### config.mk
export PLATFORM = sky130hd
export DESIGN_NAME = char_lcd_write_sequencer_core
export DESIGN_NICKNAME = d
export VERILOG_FILES = /design/src/hdl/clws_pkg.sv /design/src/hdl/clws_seq.sv /design/src/hdl/char_lcd_write_sequencer_core.sv
export SDC_FILE = /design/constraint.sdc
export NUM_CORES = 1
export LEC_CHECK = 0
export BUFFER_PORTS_ARGS = -buffer_cell sky130_fd_sc_hd__buf_2
export CORE_MARGIN = 1.5
export CORE_UTILIZATION = 45
export CTS_CLUSTER_SIZE = 10
export DETAILED_ROUTE_END_ITERATION = 8
export HOLD_SLACK_MARGIN = 0.1
export MAX_ROUTING_LAYER = met4
export PLACE_DENSITY = 0.64
export SYNTH_ARGS = -nofsm -noshare
export SYNTH_HDL_FRONTEND = slang
export SYNTH_SLANG_ARGS = --single-unit
### constraint.sdc
create_clock -name aclk -period 9.85 [get_ports aclk]
set_input_delay 1.97 -clock aclk [delete_from_list [all_inputs] [get_ports aclk]]
set_output_delay 1.97 -clock aclk [all_outputs]
set_load 0.02 [all_outputs]
### src/hdl/clws_pkg.sv
package clws_pkg;

    // Request operation codes
    localparam logic [1:0] OP_WRITE_CMD  = 2'd0;
    localparam logic [1:0] OP_WRITE_CHAR = 2'd1;
    localparam logic [1:0] OP_SET_CURSOR = 2'd2;
    localparam logic [1:0] OP_TICK       = 2'd3;

    // Configuration register indexes
    localparam logic [1:0] CFG_FOUR_BIT_MODE = 2'd0;
    localparam logic [1:0] CFG_CURSOR_BASE   = 2'd1;
    localparam logic [1:0] CFG_PHASE_TICKS   = 2'd2;

    localparam int CFG_DATA_WIDTH = 16;

    // Configuration reset values
    localparam logic        FOUR_BIT_MODE_RST = 1'b1;
    localparam logic [7:0]  CURSOR_BASE_RST   = 8'h80;
    localparam logic [15:0] PHASE_TICKS_RST   = 16'd1;

    localparam int PHASE_COUNT_WIDTH_DEF = 16;

    // Row 0..3 start addresses of display memory
    localparam logic [7:0] ROW_OFFSET_0 = 8'h00;
    localparam logic [7:0] ROW_OFFSET_1 = 8'h40;
    localparam logic [7:0] ROW_OFFSET_2 = 8'h10;
    localparam logic [7:0] ROW_OFFSET_3 = 8'h50;

    localparam logic [7:0] HIGH_NIBBLE_MASK = 8'hF0;
    localparam logic [7:0] LOW_NIBBLE_MASK  = 8'h0F;

    // Item as seen by the sequencer
    typedef struct packed {
        logic       is_tick;
        logic       busy_line;
        logic       req_valid;
        logic [7:0] req_byte;
        logic       req_is_data;
    } item_t;

    // Settings used by the sequencer
    typedef struct packed {
        logic        four_bit_mode;
        logic [15:0] phase_ticks;
    } seq_cfg_t;

    // Line levels after an item
    typedef struct packed {
        logic       rs;
        logic       rw;
        logic       e;
        logic [7:0] data;
        logic       drive;
        logic       idle;
    } lines_t;

    function automatic logic [7:0] row_offset(input logic [1:0] row);
        logic [7:0] off;
        case (row)
            2'd0:    off = ROW_OFFSET_0;
            2'd1:    off = ROW_OFFSET_1;
            2'd2:    off = ROW_OFFSET_2;
            2'd3:    off = ROW_OFFSET_3;
            default: off = ROW_OFFSET_0;
        endcase
        return off;
    endfunction

endpackage

### src/hdl/clws_seq.sv
module clws_seq #(
    parameter int PHASE_COUNT_WIDTH = clws_pkg::PHASE_COUNT_WIDTH_DEF
) (
    input  logic              aclk,
    input  logic              aresetn,
    input  logic              step,
    input  clws_pkg::item_t   item,
    input  clws_pkg::seq_cfg_t cfg,
    output clws_pkg::lines_t  lines_next,
    output logic              accepted
);

    localparam int CW = PHASE_COUNT_WIDTH;
    localparam int EW = (CW > 16) ? CW : 16;

    // Phase codes
    localparam logic [3:0] PH_IDLE  = 4'd0;
    localparam logic [3:0] PH_BH1   = 4'd1;
    localparam logic [3:0] PH_BL1   = 4'd2;
    localparam logic [3:0] PH_BH2   = 4'd3;
    localparam logic [3:0] PH_BL2   = 4'd4;
    localparam logic [3:0] PH_WSET  = 4'd5;
    localparam logic [3:0] PH_WEH1  = 4'd6;
    localparam logic [3:0] PH_WHI   = 4'd7;
    localparam logic [3:0] PH_WEL1  = 4'd8;
    localparam logic [3:0] PH_WEH2  = 4'd9;
    localparam logic [3:0] PH_WLO   = 4'd10;
    localparam logic [3:0] PH_WFULL = 4'd11;
    localparam logic [3:0] PH_WEL2  = 4'd12;

    logic [3:0]    phase_reg, phase_next;
    logic [CW-1:0] count_reg, count_next;
    logic [7:0]    pending_byte_reg, pending_byte_next;
    logic          pending_is_data_reg, pending_is_data_next;
    logic          busy_sample_reg, busy_sample_next;
    logic          rs_reg, rs_next;
    logic          rw_reg, rw_next;
    logic          e_reg, e_next;
    logic          drive_reg, drive_next;
    logic [7:0]    data_reg, data_next;

    logic [EW-1:0] ticks_ext;
    logic [EW-1:0] max_ext;
    logic [EW-1:0] target_ext;
    logic [CW-1:0] target;
    logic [CW-1:0] count_inc;
    logic          go;
    logic [3:0]    dest;

    // Phase length: zero reads as one, saturate to counter range
    always_comb begin
        ticks_ext  = EW'(cfg.phase_ticks);
        max_ext    = EW'({CW{1'b1}});
        target_ext = (ticks_ext > max_ext) ? max_ext : ticks_ext;
        target     = CW'(target_ext);
        if (target == '0) begin
            target = CW'(1);
        end
    end

    // Item handling and phase transitions
    always_comb begin
        phase_next           = phase_reg;
        count_next           = count_reg;
        pending_byte_next    = pending_byte_reg;
        pending_is_data_next = pending_is_data_reg;
        busy_sample_next     = busy_sample_reg;
        rs_next              = rs_reg;
        rw_next              = rw_reg;
        e_next               = e_reg;
        drive_next           = drive_reg;
        data_next            = data_reg;
        accepted             = 1'b0;
        go                   = 1'b0;
        dest                 = PH_IDLE;
        count_inc            = count_reg + CW'(1);

        if (step) begin
            if (item.is_tick) begin
                if (phase_reg != PH_IDLE) begin
                    if (phase_reg == PH_BH1 && count_reg == '0) begin
                        busy_sample_next = item.busy_line;
                    end
                    if (count_inc >= target) begin
                        go = 1'b1;
                        case (phase_reg)
                            PH_BH1: begin
                                if (cfg.four_bit_mode) begin
                                    dest = PH_BL1;
                                end else begin
                                    dest = busy_sample_next ? PH_BL2 : PH_WSET;
                                end
                            end
                            PH_BL1:   dest = PH_BH2;
                            PH_BH2:   dest = busy_sample_next ? PH_BL2 : PH_WSET;
                            PH_BL2:   dest = PH_BH1;
                            PH_WSET:  dest = PH_WEH1;
                            PH_WEH1:  dest = cfg.four_bit_mode ? PH_WHI : PH_WFULL;
                            PH_WHI:   dest = PH_WEL1;
                            PH_WEL1:  dest = PH_WEH2;
                            PH_WEH2:  dest = PH_WLO;
                            PH_WLO:   dest = PH_WEL2;
                            PH_WFULL: dest = PH_WEL2;
                            default:  dest = PH_IDLE;
                        endcase
                    end else begin
                        count_next = count_inc;
                    end
                end
            end else if (phase_reg == PH_IDLE && item.req_valid) begin
                pending_byte_next    = item.req_byte;
                pending_is_data_next = item.req_is_data;
                accepted             = 1'b1;
                go                   = 1'b1;
                dest                 = PH_BH1;
            end
        end

        // Line changes on entering a phase
        if (go) begin
            phase_next = dest;
            count_next = '0;
            case (dest)
                PH_BH1: begin
                    drive_next = 1'b0;
                    rs_next    = 1'b0;
                    rw_next    = 1'b1;
                    e_next     = 1'b1;
                end
                PH_BH2, PH_WEH1, PH_WEH2: e_next = 1'b1;
                PH_BL1, PH_BL2, PH_WEL1, PH_WEL2: e_next = 1'b0;
                PH_WSET: begin
                    drive_next = 1'b1;
                    rs_next    = pending_is_data_reg;
                    rw_next    = 1'b0;
                    e_next     = 1'b0;
                end
                PH_WHI:   data_next = (pending_byte_reg & clws_pkg::HIGH_NIBBLE_MASK) >> 4;
                PH_WLO:   data_next = pending_byte_reg & clws_pkg::LOW_NIBBLE_MASK;
                PH_WFULL: data_next = pending_byte_reg;
                default:  phase_next = PH_IDLE;
            endcase
        end
    end

    // Line levels after this item
    always_comb begin
        lines_next.rs    = rs_next;
        lines_next.rw    = rw_next;
        lines_next.e     = e_next;
        lines_next.drive = drive_next;
        lines_next.data  = drive_next ? data_next : 8'h00;
        lines_next.idle  = (phase_next == PH_IDLE);
    end

    always_ff @(posedge aclk) begin
        if (!aresetn) begin
            phase_reg           <= PH_IDLE;
            count_reg           <= '0;
            pending_byte_reg    <= 8'h00;
            pending_is_data_reg <= 1'b0;
            busy_sample_reg     <= 1'b0;
            rs_reg              <= 1'b0;
            rw_reg              <= 1'b0;
            e_reg               <= 1'b0;
            drive_reg           <= 1'b0;
            data_reg            <= 8'h00;
        end else begin
            phase_reg           <= phase_next;
            count_reg           <= count_next;
            pending_byte_reg    <= pending_byte_next;
            pending_is_data_reg <= pending_is_data_next;
            busy_sample_reg     <= busy_sample_next;
            rs_reg              <= rs_next;
            rw_reg              <= rw_next;
            e_reg               <= e_next;
            drive_reg           <= drive_next;
            data_reg            <= data_next;
        end
    end

    // E is never left high between transfers
    assert property (@(posedge aclk) disable iff (!aresetn)
        phase_reg == PH_IDLE |-> !e_reg)
        else $error("E high while idle");

    // During a transfer, reading and driving never coincide
    assert property (@(posedge aclk) disable iff (!aresetn)
        phase_reg != PH_IDLE |-> drive_reg != rw_reg)
        else $error("RW and data drive disagree");

    // The phase counter rests at zero when idle
    assert property (@(posedge aclk) disable iff (!aresetn)
        phase_reg == PH_IDLE |-> count_reg == '0)
        else $error("phase counter not cleared in idle");

    // A request is only taken from idle
    assert property (@(posedge aclk) disable iff (!aresetn)
        accepted |-> phase_reg == PH_IDLE && phase_next == PH_BH1)
        else $error("request taken while busy");

endmodule

### src/hdl/char_lcd_write_sequencer_core.sv
// Character LCD write sequencer. Each transfer on the s_ channel is either a
// request (write command, write character, set cursor) or a tick that moves
// the busy-poll / write sequence on by one time step; every item yields one
// result on the m_ channel with the RS, RW, E and data line levels after it.
// One item is taken per clock: the phase state machine and the result
// register both update in the cycle the item is accepted, so its result is
// offered on the next cycle. While a result waits for m_ready, s_ready is
// low; a new item is taken in the same cycle the waiting result is taken, so
// items flow back to back whenever m_ready stays high. Settings on the cfg_
// port are to be written only while the block is idle; the block does not enforce this.
module char_lcd_write_sequencer_core #(
    parameter int PHASE_COUNT_WIDTH = clws_pkg::PHASE_COUNT_WIDTH_DEF
) (
    input  logic                                aclk,
    input  logic                                aresetn,
    // configuration writes
    input  logic                                cfg_write_enable,
    input  logic [1:0]                          cfg_index,
    input  logic [clws_pkg::CFG_DATA_WIDTH-1:0] cfg_write_data,
    // input items
    input  logic                                s_valid,
    output logic                                s_ready,
    input  logic [1:0]                          s_operation,
    input  logic [7:0]                          s_value,
    input  logic [2:0]                          s_row,
    input  logic [7:0]                          s_column,
    input  logic                                s_busy_line,
    // results
    output logic                                m_valid,
    input  logic                                m_ready,
    output logic                                m_rs_line,
    output logic                                m_rw_line,
    output logic                                m_enable_line,
    output logic [7:0]                          m_data_lines,
    output logic                                m_data_drive,
    output logic                                m_idle,
    output logic                                m_accepted
);

    logic        four_bit_mode_reg;
    logic [7:0]  cursor_base_reg;
    logic [15:0] phase_ticks_reg;

    logic             step;
    clws_pkg::item_t  item;
    clws_pkg::seq_cfg_t seq_cfg;
    clws_pkg::lines_t lines_next;
    logic             seq_accepted;
    logic [7:0]       cursor_addr;

    logic             m_valid_reg, m_valid_next;
    clws_pkg::lines_t lines_reg;
    logic             accepted_reg;

    // Configuration registers
    always_ff @(posedge aclk) begin
        if (!aresetn) begin
            four_bit_mode_reg <= clws_pkg::FOUR_BIT_MODE_RST;
            cursor_base_reg   <= clws_pkg::CURSOR_BASE_RST;
            phase_ticks_reg   <= clws_pkg::PHASE_TICKS_RST;
        end else if (cfg_write_enable) begin
            case (cfg_index)
                clws_pkg::CFG_FOUR_BIT_MODE: four_bit_mode_reg <= cfg_write_data[0];
                clws_pkg::CFG_CURSOR_BASE:   cursor_base_reg   <= cfg_write_data[7:0];
                clws_pkg::CFG_PHASE_TICKS:   phase_ticks_reg   <= cfg_write_data[15:0];
                default: ;
            endcase
        end
    end

    // Request decode, including cursor address
    assign step        = s_valid && s_ready;
    assign cursor_addr = (s_column + clws_pkg::row_offset(s_row[1:0])) | cursor_base_reg;

    always_comb begin
        item.is_tick     = (s_operation == clws_pkg::OP_TICK);
        item.busy_line   = s_busy_line;
        item.req_is_data = (s_operation == clws_pkg::OP_WRITE_CHAR);
        case (s_operation)
            clws_pkg::OP_WRITE_CMD, clws_pkg::OP_WRITE_CHAR: begin
                item.req_valid = 1'b1;
                item.req_byte  = s_value;
            end
            clws_pkg::OP_SET_CURSOR: begin
                item.req_valid = !s_row[2];
                item.req_byte  = cursor_addr;
            end
            default: begin
                item.req_valid = 1'b0;
                item.req_byte  = s_value;
            end
        endcase
        seq_cfg.four_bit_mode = four_bit_mode_reg;
        seq_cfg.phase_ticks   = phase_ticks_reg;
    end

    clws_seq #(
        .PHASE_COUNT_WIDTH(PHASE_COUNT_WIDTH)
    ) u_seq (
        .aclk       (aclk),
        .aresetn    (aresetn),
        .step       (step),
        .item       (item),
        .cfg        (seq_cfg),
        .lines_next (lines_next),
        .accepted   (seq_accepted)
    );

    // Result register
    assign s_ready = !m_valid_reg || m_ready;

    always_comb begin
        m_valid_next = m_valid_reg;
        if (step) begin
            m_valid_next = 1'b1;
        end else if (m_ready) begin
            m_valid_next = 1'b0;
        end
    end

    always_ff @(posedge aclk) begin
        if (!aresetn) begin
            m_valid_reg <= 1'b0;
        end else begin
            m_valid_reg <= m_valid_next;
        end
    end

    always_ff @(posedge aclk) begin
        if (step) begin
            lines_reg    <= lines_next;
            accepted_reg <= seq_accepted;
        end
    end

    assign m_valid       = m_valid_reg;
    assign m_rs_line     = lines_reg.rs;
    assign m_rw_line     = lines_reg.rw;
    assign m_enable_line = lines_reg.e;
    assign m_data_lines  = lines_reg.data;
    assign m_data_drive  = lines_reg.drive;
    assign m_idle        = lines_reg.idle;
    assign m_accepted    = accepted_reg;

    // A stalled result is never overwritten
    assert property (@(posedge aclk) disable iff (!aresetn)
        m_valid && !m_ready |-> !s_ready)
        else $error("input taken while result stalled");

    // Every accepted item shows up as a result on the next cycle
    assert property (@(posedge aclk) disable iff (!aresetn)
        step |=> m_valid)
        else $error("result lost");

    // Ticks are never reported as taken requests
    assert property (@(posedge aclk) disable iff (!aresetn)
        step && s_operation == clws_pkg::OP_TICK |=> !m_accepted)
        else $error("tick marked accepted");

endmodule
==> results of run 1 <==
layer usage:
metal	vias to the layer above	track usage (%)	wire [µm]
li1	1884	-	-
met3	11	4.10	346
met5	-	-	0
met4	0	4.85	136
met2	79	32.2	4790
met1	1720	27.1	4760
layout make-up:
| cell class | count | area share (%) |
|---|---|---|
| inverters | 28 | 2.08 |
| well taps | 133 | 3.29 |
| repair buffers | 61 | 6.08 |
| clock inverters | 5 | 2.13 |
| clock buffers | 11 | 3.02 |
| multi-input cells | 380 | 48.2 |
| flip-flops and latches | 82 | 35.2 |
kinds of logic (layout without fill, tap and decap cells):
| family | count (synthesis) | after routing | share of synthesized area, % |
|---|---|---|---|
| compound gates | 98 | 98 | 15.7 |
| xor+xnor | 30 | 30 | 5.93 |
| fa+ha+maj | 21 | 21 | 5.93 |
| buf+inv | 53 | 105 | 4.69 |
| flops | 82 | 82 | 40.2 |
| mux | 10 | 10 | 2.26 |
| simple gates | 221 | 221 | 25.2 |
placed cells by master, fill, tap and decap left out, types with 4 or more instances in the layout:
master    instances
and2_1           16
nor3_1            8
and3_1            6
a221o_1           4
nand2b_1          4
xor2_1           17
buf_2            60
xnor2_1          13
nand3_1          13
dfxtp_1          68
edfxtp_1         14
ha_1             21
clkbuf_8          9
a21boi_0         19
nor2_1           41
mux2i_1          10
nor2b_1          32
nor4_1           10
nand4_1           7
a31oi_1           6
a21oi_1          23
inv_1            28
o21ai_0          10
nand2_1          68
a211oi_1          9
a32o_1            6
worst min-delay path: stages (launching register included):
cell	delay (ns)
dfxtp_1	0.32
nand2_1	0.06
nand3_1	0.07
power groups by stage:
| stage | logic, mW | registers, mW | clock network, mW |
|---|---|---|---|
| floorplan | 0.0497 | 0.369 | 0 |
| global placement | 0.0759 | 0.367 | 0 |
| detailed placement | 0.0777 | 0.367 | 0 |
| CTS | 0.0781 | 0.359 | 0.317 |
| global route | 0.0871 | 0.361 | 0.332 |
| finish | 0.0780 | 0.359 | 0.311 |
per-stage QoR:
stage	cell area (µm²)	cells	util [%]	total power, mW	hold slack (ns)
after CTS	5060	700	52.5	0.754	0.494
final	5060	700	52.5	0.748	0.491
after detailed placement	4800	684	49.8	0.445	0.468
after global routing	5060	700	52.5	0.779	0.515
after floorplan	4430	515	-	0.419	0.443
after global placement	4800	684	49.8	0.443	0.472
worst min-delay path by stage:
stage | from | end | slack, ns | depth (start not counted)
3_5_place_dp | phase_ticks_reg[0] | phase_ticks_reg[0] | 0.47 | 2
2_1_floorplan | phase_ticks_reg[0] | phase_ticks_reg[0] | 0.44 | 2
3_3_place_gp | phase_ticks_reg[0] | phase_ticks_reg[0] | 0.47 | 2
6_report | phase_ticks_reg[0] | phase_ticks_reg[0] | 0.49 | 2
5_1_grt | phase_ticks_reg[0] | phase_ticks_reg[0] | 0.52 | 2
4_1_cts | phase_ticks_reg[0] | phase_ticks_reg[0] | 0.49 | 2
==> results.cfg, run 1 <==
[logic_synthesis]
synth_seq_cells = 82
yosysTopAreaCellShare_pct = 30.7
ys_types = 53
synth_enable_flop_cells = 14
synth_area_leaders = dfxtp_1 (31%), edfxtp_1 (9.5%), ha_1 (5.9%)
yosysTopAreaCell = dfxtp_1
syn_area_um2 = 4430
yosys-top-cells-count = dfxtp_1 (68), nand2_1 (68), nor2_1 (41)
post_synth_inst_count = 515
ys_seq_area_share_pct = 40.2
synthArstFlopShare_pct = 0
synthesis.nets = 581
syn_avg_cell_area_um2 = 8.60
ys.flop_type = dfxtp_1
synth.yosys.warnings = 0

[die]
boundaryPins = 61
coreArea_um2 = 9640
die_y_um = 102
rows = 36
die-area_um2 = 10400
initial_core_util_pct = 46.0
die_x_um = 102

[power_and_ir_drop]
power_density_nw_per_um2 = 148
leakagePower_nw = 2.09
clockPowerShare_pct = 41.6
p_int_mw = 0.570
power_frac_comb_pct = 10.4
power.switching_mw = 0.179
seqPwrFrac_pct = 48.0
vdd_drop_max_mv = 0.0790
switching_share_pct = 23.9

[job]
maxCapViolCount = 0

[layout]
seq_area_um2 = 1780
final_layout_size_suffix_gt1_share_pct = 15.0
area_growth_syn_to_layout_pct = 14.3
multi_input_area_um2 = 2440
nNetsFinal = 628
antenna_cells = 0
fillers = 946

[place]
dp_hpwl_um = 7470
place_congestion = 0.940
place_ws_ns = 5.26
io_buffer_count = 60

[routing]
vias_per_cell = 5.28
vias = 3694
wl_um = 10000
wl_per_cell_um = 14.3
firstDrtPassIters = 4
antenna_left = 0
dr.first_iter.drc_count = 102
drc_errors = 0

[clock_network]
ctsHtreeMaxLevel = 3
cts_tree = yes
postCtsHoldBufs = 0
clock_path_buffers = 2
cts_setup_buffers = 0
clock_sinks = 82
clk_pin_slew_ns = 0.09
clk_latency_ns = 0.35
cts_root_buf = clkbuf_8
cts_made_buffers = 9
cts-resized-gates = 0

[setup_path]
path_cells = and3_1 -> and3_1 -> nand3_1 -> nor3_1 -> nand3_1 -> xnor2_1 -> ha_1 -> nand4_1 -> nor4_1 -> a31oi_1 -> a31oi_1 -> a31oi_1 -> a221o_1 -> nor2b_1
rr_startpoint = u_seq.count_reg[5]
crit_buf_inv = 0
worstPathRequired_ns = 9.95
cp_common_cell = a31oi_1
cp_top_family = simple AND/OR/NAND/NOR gates
reg2reg_depth = 14
cp-endpoint = m_data_lines[1]
cp-startpoint = u_seq.count_reg[5]
crit_path_max_incr_delay_ns = 0.67
worstSetupPathType = flop to flop
r2r_slack_ns = 5.15
cp-end-kind = flop
path_max_fanout = 10
rr_endpoint = m_data_lines[1]
worst-path-stages = 14
critPathSlowestCell = a31oi_1
start_kind = flop
arrival_ns = 4.80

[sta]
period_share_pct = 47.7
fin_tns_setup_ns = 0
rsz0062_at_grt = no
max_freq_ghz = 0.213
min_period_ns = 4.70
tightest_slew_ns = 1.10
hold_viol_final = 0
drv_slew = 0
setup_violations = 0
max_slew_margin_pct = 26.8
fin_skew_ns = 0.00743
worst_slack_ns = 5.15

[global_route]
overflow = 0
grtUsageTotal_pct = 20.4
grt_start_max_net_pins = 55
grt_pass1_vias = 3341
grt_pass1_wl_um = 16100
antenna_found_initial = 0

[hold_path]
hold_class = flop to flop

[run_status]
status = completed
Note: power is estimated with default switching activity, not from simulation.
==> run 2, diff against run 1 <==
Clock period 9.85 ns to 4.6 ns, I/O delays scaled along.
==> run 2 against run 1 <==
Net effect: global-route usage is 0.12 points lower; largest cell class unchanged; clock skew is 0.0061 ns higher; maximum frequency is 11% higher; clock-buffer cell count is 2 lower; sequential share of layout area is 0.10 points higher; hold slack worse by 0.0016 ns; sequential cell count stayed put; critical endpoint is now m_enable_line; highest routed layer unchanged; combinational power is 110% higher.
==> results.cfg, run 2 (synthesis results as in run 1) <==
[run_status]
status = completed

[power_and_ir_drop]
vdd_drop_max_mv = 0.171
leakagePower_nw = 2.08
switching_share_pct = 26.9
clockPowerShare_pct = 36.5
power_density_nw_per_um2 = 292
p_int_mw = 1.08
seqPwrFrac_pct = 52.2
power.switching_mw = 0.396
power_frac_comb_pct = 11.3

[layout]
antenna_cells = 0
final_layout_size_suffix_gt1_share_pct = 15.9
area_growth_syn_to_layout_pct = 13.9
final_cell_mix = nand2_1 (68), dfxtp_1 (68), buf_2 (60)
fin_area_um2 = 5050
nNetsFinal = 634

[routing]
wl_um = 9930
wl_per_cell_um = 14.1
firstDrtPassIters = 4
vias_per_cell = 5.26
drc_errors = 0
dr.first_iter.drc_count = 133
vias = 3714
antenna_left = 0

[setup_path]
critPathSlowestCell = or4_4
path_max_fanout = 7
worstPathRequired_ns = 4.72
reg2reg_depth = 13
r2r_slack_ns = 0.37
start_kind = flop
worstSetupPathType = flop to flop
rr_endpoint = m_enable_line
cp-end-kind = flop
path_cells = ha_1 -> and3_1 -> and2_1 -> nor2b_1 -> nand3_1 -> xnor2_1 -> ha_1 -> nand4_1 -> nor4_1 -> a31o_1 -> o31ai_1 -> or4_4 -> a31o_1
arrival_ns = 4.35
crit_path_max_incr_delay_ns = 0.60
rr_startpoint = u_seq.count_reg[0]

[sta]
rsz0062_at_grt = no
setup_violations = 0
fin_tns_setup_ns = 0
min_period_ns = 4.23
max_freq_ghz = 0.236
max_slew_margin_pct = 28.7
hold_viol_final = 0
period_share_pct = 92.0
tightest_slew_ns = 1.07
drv_slew = 0
fin_skew_ns = 0.0135

[die]
die_x_um = 102
die_y_um = 102
coreArea_um2 = 9640
rows = 36
boundaryPins = 61
die-area_um2 = 10400
initial_core_util_pct = 46.0

[clock_network]
clk_latency_ns = 0.36
cts_made_buffers = 9
cts_tree = yes
postCtsHoldBufs = 0
cts_setup_buffers = 0
cts-resized-gates = 0
clk_pin_slew_ns = 0.09
cts_root_buf = clkbuf_8
clock_path_buffers = 2
clock_sinks = 82
ctsHtreeMaxLevel = 3

[job]
maxCapViolCount = 0

[global_route]
grtUsageTotal_pct = 20.3
grt_pass1_wl_um = 16100
antenna_found_initial = 0
grt_pass1_vias = 3346
grt_start_max_net_pins = 55
overflow = 0

[hold_path]
worstHoldStart = cursor_base_reg[7]
min_delay_worst_endpoint = cursor_base_reg[7]
hold_class = flop to flop
min_path_cells = 2

[place]
io_buffer_count = 60
post_dp_cell_area_um2 = 4850
dp_hpwl_um = 7450
place_congestion = 0.886
==> run 2: worst max-delay path: cells and delay by family (launching register included) <==
| family | cells | cell delay [ns] |
|---|---|---|
| compound gates | 3 | 0.76 |
| xor+xnor | 1 | 0.16 |
| fa+ha+maj | 2 | 0.54 |
| flops | 1 | 0.42 |
| simple gates | 7 | 2.11 |
==> run 2: per-stage QoR <==
step	setup WS, ns	power [mW]	instances	hold slack (ns)	utilization [%]
finish	0.369	1.47	706	0.489	52.3
global route	0.0194	1.54	706	0.506	52.3
CTS	0.407	1.49	706	0.488	52.3
detailed placement	0.433	0.953	690	0.467	50.3
global placement	0.591	0.950	690	0.460	50.3
floorplan	0.566	0.897	515	0.443	-
==> run 2: power by group through the flow <==
stage	registers, mW	clock network, mW	logic, mW
after CTS	0.770	0.555	0.168
after global routing	0.773	0.579	0.188
after global placement	0.786	0	0.164
after floorplan	0.791	0	0.106
after detailed placement	0.787	0	0.167
final	0.770	0.538	0.167
==> run 2: layer usage <==
metal / share of wire (%) / track usage, % / up-vias
li1: - / - / 1903
met1: 48 / 26.7 / 1724
met2: 47 / 31.8 / 70
met3: 3.3 / 3.63 / 17
met4: 1.7 / 6.43 / 0
met5: 0 / - / -
==> run 2: worst max path at each step <==
stage	startpoint	end	slack, ns	depth (start not counted)
2_1_floorplan	u_seq.count_reg[5]	m_enable_line	0.57	16
3_3_place_gp	u_seq.count_reg[0]	m_enable_line	0.59	14
3_5_place_dp	u_seq.count_reg[0]	m_enable_line	0.43	14
4_1_cts	u_seq.count_reg[0]	m_enable_line	0.41	14
5_1_grt	u_seq.count_reg[0]	m_enable_line	0.02	13
6_report	u_seq.count_reg[0]	m_enable_line	0.37	13
==> run 2: cell type report <==
cell class,instances,area (µm²)
clock buffers,9,124
clock inverters,7,76.3
fillers,961,4590
inverters,28,105
multi-input cells,380,2440
flip-flops and latches,82,1780
well taps,133,166
repair buffers,67,353
==> run 3, diff against run 2 <==
==> constraint.sdc (replaced) <==
create_clock -name aclk -period 4.6 [get_ports aclk]
set_input_delay 0.23 -clock aclk [delete_from_list [all_inputs] [get_ports aclk]]
set_output_delay 0.23 -clock aclk [all_outputs]
set_load 0.02 [all_outputs]
==> run 3 against run 2 <==
Net effect: die area unchanged; via count about the same; global-route usage unchanged; critical endpoint unchanged.
==> results.cfg, run 3 (synthesis results as in run 1) <==
[place]
place_congestion = 0.886
dp_hpwl_um = 7450
place_ws_ns = 0.433
io_buffer_count = 60

[clock_network]
clk_pin_slew_ns = 0.09
ctsHtreeMaxLevel = 3
cts_setup_buffers = 0
cts_made_buffers = 9
clock_path_buffers = 2
cts_tree = yes
cts_root_buf = clkbuf_8
clock_sinks = 82
cts-resized-gates = 0
clk_latency_ns = 0.36

[power_and_ir_drop]
p_total_mw = 1.47
clockPowerShare_pct = 36.4
power_density_nw_per_um2 = 292
vdd_drop_max_mv = 0.172
seqPwrFrac_pct = 52.2
leakagePower_nw = 2.09
p_int_mw = 1.08
switching_share_pct = 26.8
power.switching_mw = 0.396
power_frac_comb_pct = 11.4

[setup_path]
cp-startpoint = u_seq.count_reg[0]
worstSetupPathType = flop to flop
cp-end-kind = flop
cp-endpoint = m_enable_line
r2r_slack_ns = 0.37
start_kind = flop
arrival_ns = 4.35
rr_endpoint = m_enable_line
worstPathRequired_ns = 4.72
reg2reg_depth = 13
rr_startpoint = u_seq.count_reg[0]
path_max_fanout = 7

[die]
die-area_um2 = 10400
boundaryPins = 61
coreArea_um2 = 9640
initial_core_util_pct = 46.0
rows = 36
die_y_um = 102
die_x_um = 102

[sta]
tightest_slew_ns = 1.08
fin_skew_ns = 0.0118
period_share_pct = 91.9
hold_viol_final = 0
rsz0062_at_grt = no
max_freq_ghz = 0.237
drv_slew = 0
max_slew_margin_pct = 28.2
worst_slack_ns = 0.372
min_period_ns = 4.23
setup_violations = 0
fin_tns_setup_ns = 0

[layout]
final_layout_size_suffix_gt1_share_pct = 15.9
antenna_cells = 0
nNetsFinal = 635
area_growth_syn_to_layout_pct = 14.2
final_cell_mix = nand2_1 (68), dfxtp_1 (68), buf_2 (60)

[routing]
wl_per_cell_um = 14.0
drc_errors = 0
dr.first_iter.drc_count = 145
vias = 3717
vias_per_cell = 5.26
antenna_left = 0
wl_um = 9880
firstDrtPassIters = 4

[global_route]
use_met1_pct = 26.7
overflow = 0
grt_busiest_layer = met2
grt_pass1_wl_um = 16100
grt_pass1_vias = 3348
grt_use_met2_pct = 31.8
use_met3_pct = 3.63
grt_start_max_net_pins = 55
grtUsageTotal_pct = 20.3
antenna_found_initial = 0

[run_status]
status = completed

[hold_path]
hold_class = input port to flop

[job]
maxCapViolCount = 0
-- run 3: changes by cell type in the layout (fill, tap and decap cells not counted), sizes merged --
cell | before | now
dlygate4sd3 | 0 | 1
-- run 3: repair_timing --
| item | in CTS | in global routing |
|---|---|---|
| setup endpoints to repair | 0 | 0 |
| hold endpoints to repair | 1 | 0 |
| hold buffers | 1 | 0 |
-- run 3: stage by stage --
step | utilization, % | hold slack, ns | cells | area [µm²]
final | 52.5 | 0.116 | 707 | 5060
after global routing | 52.5 | 0.120 | 707 | 5060
after CTS | 52.5 | 0.103 | 707 | 5060
after detailed placement | 50.3 | 0.463 | 690 | 4850
after global placement | 50.3 | 0.457 | 690 | 4850
after floorplan | - | 0.354 | 515 | 4430
-- run 3: routing by layer --
layer  share of wire (%)  vias to the layer above
li1                    -                     1905
met1                  48                     1724
met2                  47                       71
met3                 3.2                       17
met4                 1.7                        0
met5                   0                        -
-- run 3: worst max-delay path: stages (launching register included) --
cell and delay (ns):
dfxtp_1 0.42, ha_1 0.23, and3_1 0.22, and2_1 0.27, nor2b_1 0.32, nand3_1 0.15, xnor2_1 0.16, ha_1 0.31
nand4_1 0.10, nor4_1 0.45, a31o_1 0.31, o31ai_1 0.22, or4_4 0.60, a31o_1 0.23
-- run 3: cell type report --
type / count / area [µm²]
clock buffer: 9 / 124
clock inverter: 7 / 76.3
fill: 960 / 4580
inverter: 28 / 105
multi-input combinational: 380 / 2440
sequential: 82 / 1780
tap: 133 / 166
timing repair buffer: 68 / 363
-- run 3: worst min-delay path by stage --
stage                  startpoint                   to  depth (start not counted)
2_1_floorplan   cfg_write_data[0]   phase_ticks_reg[0]                          2
3_3_place_gp    cfg_write_data[7]   cursor_base_reg[7]                          3
3_5_place_dp    cfg_write_data[7]   cursor_base_reg[7]                          3
4_1_cts         cfg_write_data[8]   phase_ticks_reg[8]                          3
5_1_grt        cfg_write_data[12]  phase_ticks_reg[12]                          3
6_report        cfg_write_data[8]   phase_ticks_reg[8]                          3
-- run 3: power by group through the flow --
stage	logic (mW)	clock network (mW)	registers [mW]
detailed placement	0.167	0	0.787
CTS	0.168	0.555	0.770
finish	0.168	0.537	0.770
floorplan	0.106	0	0.791
global route	0.189	0.579	0.773
global placement	0.164	0	0.786
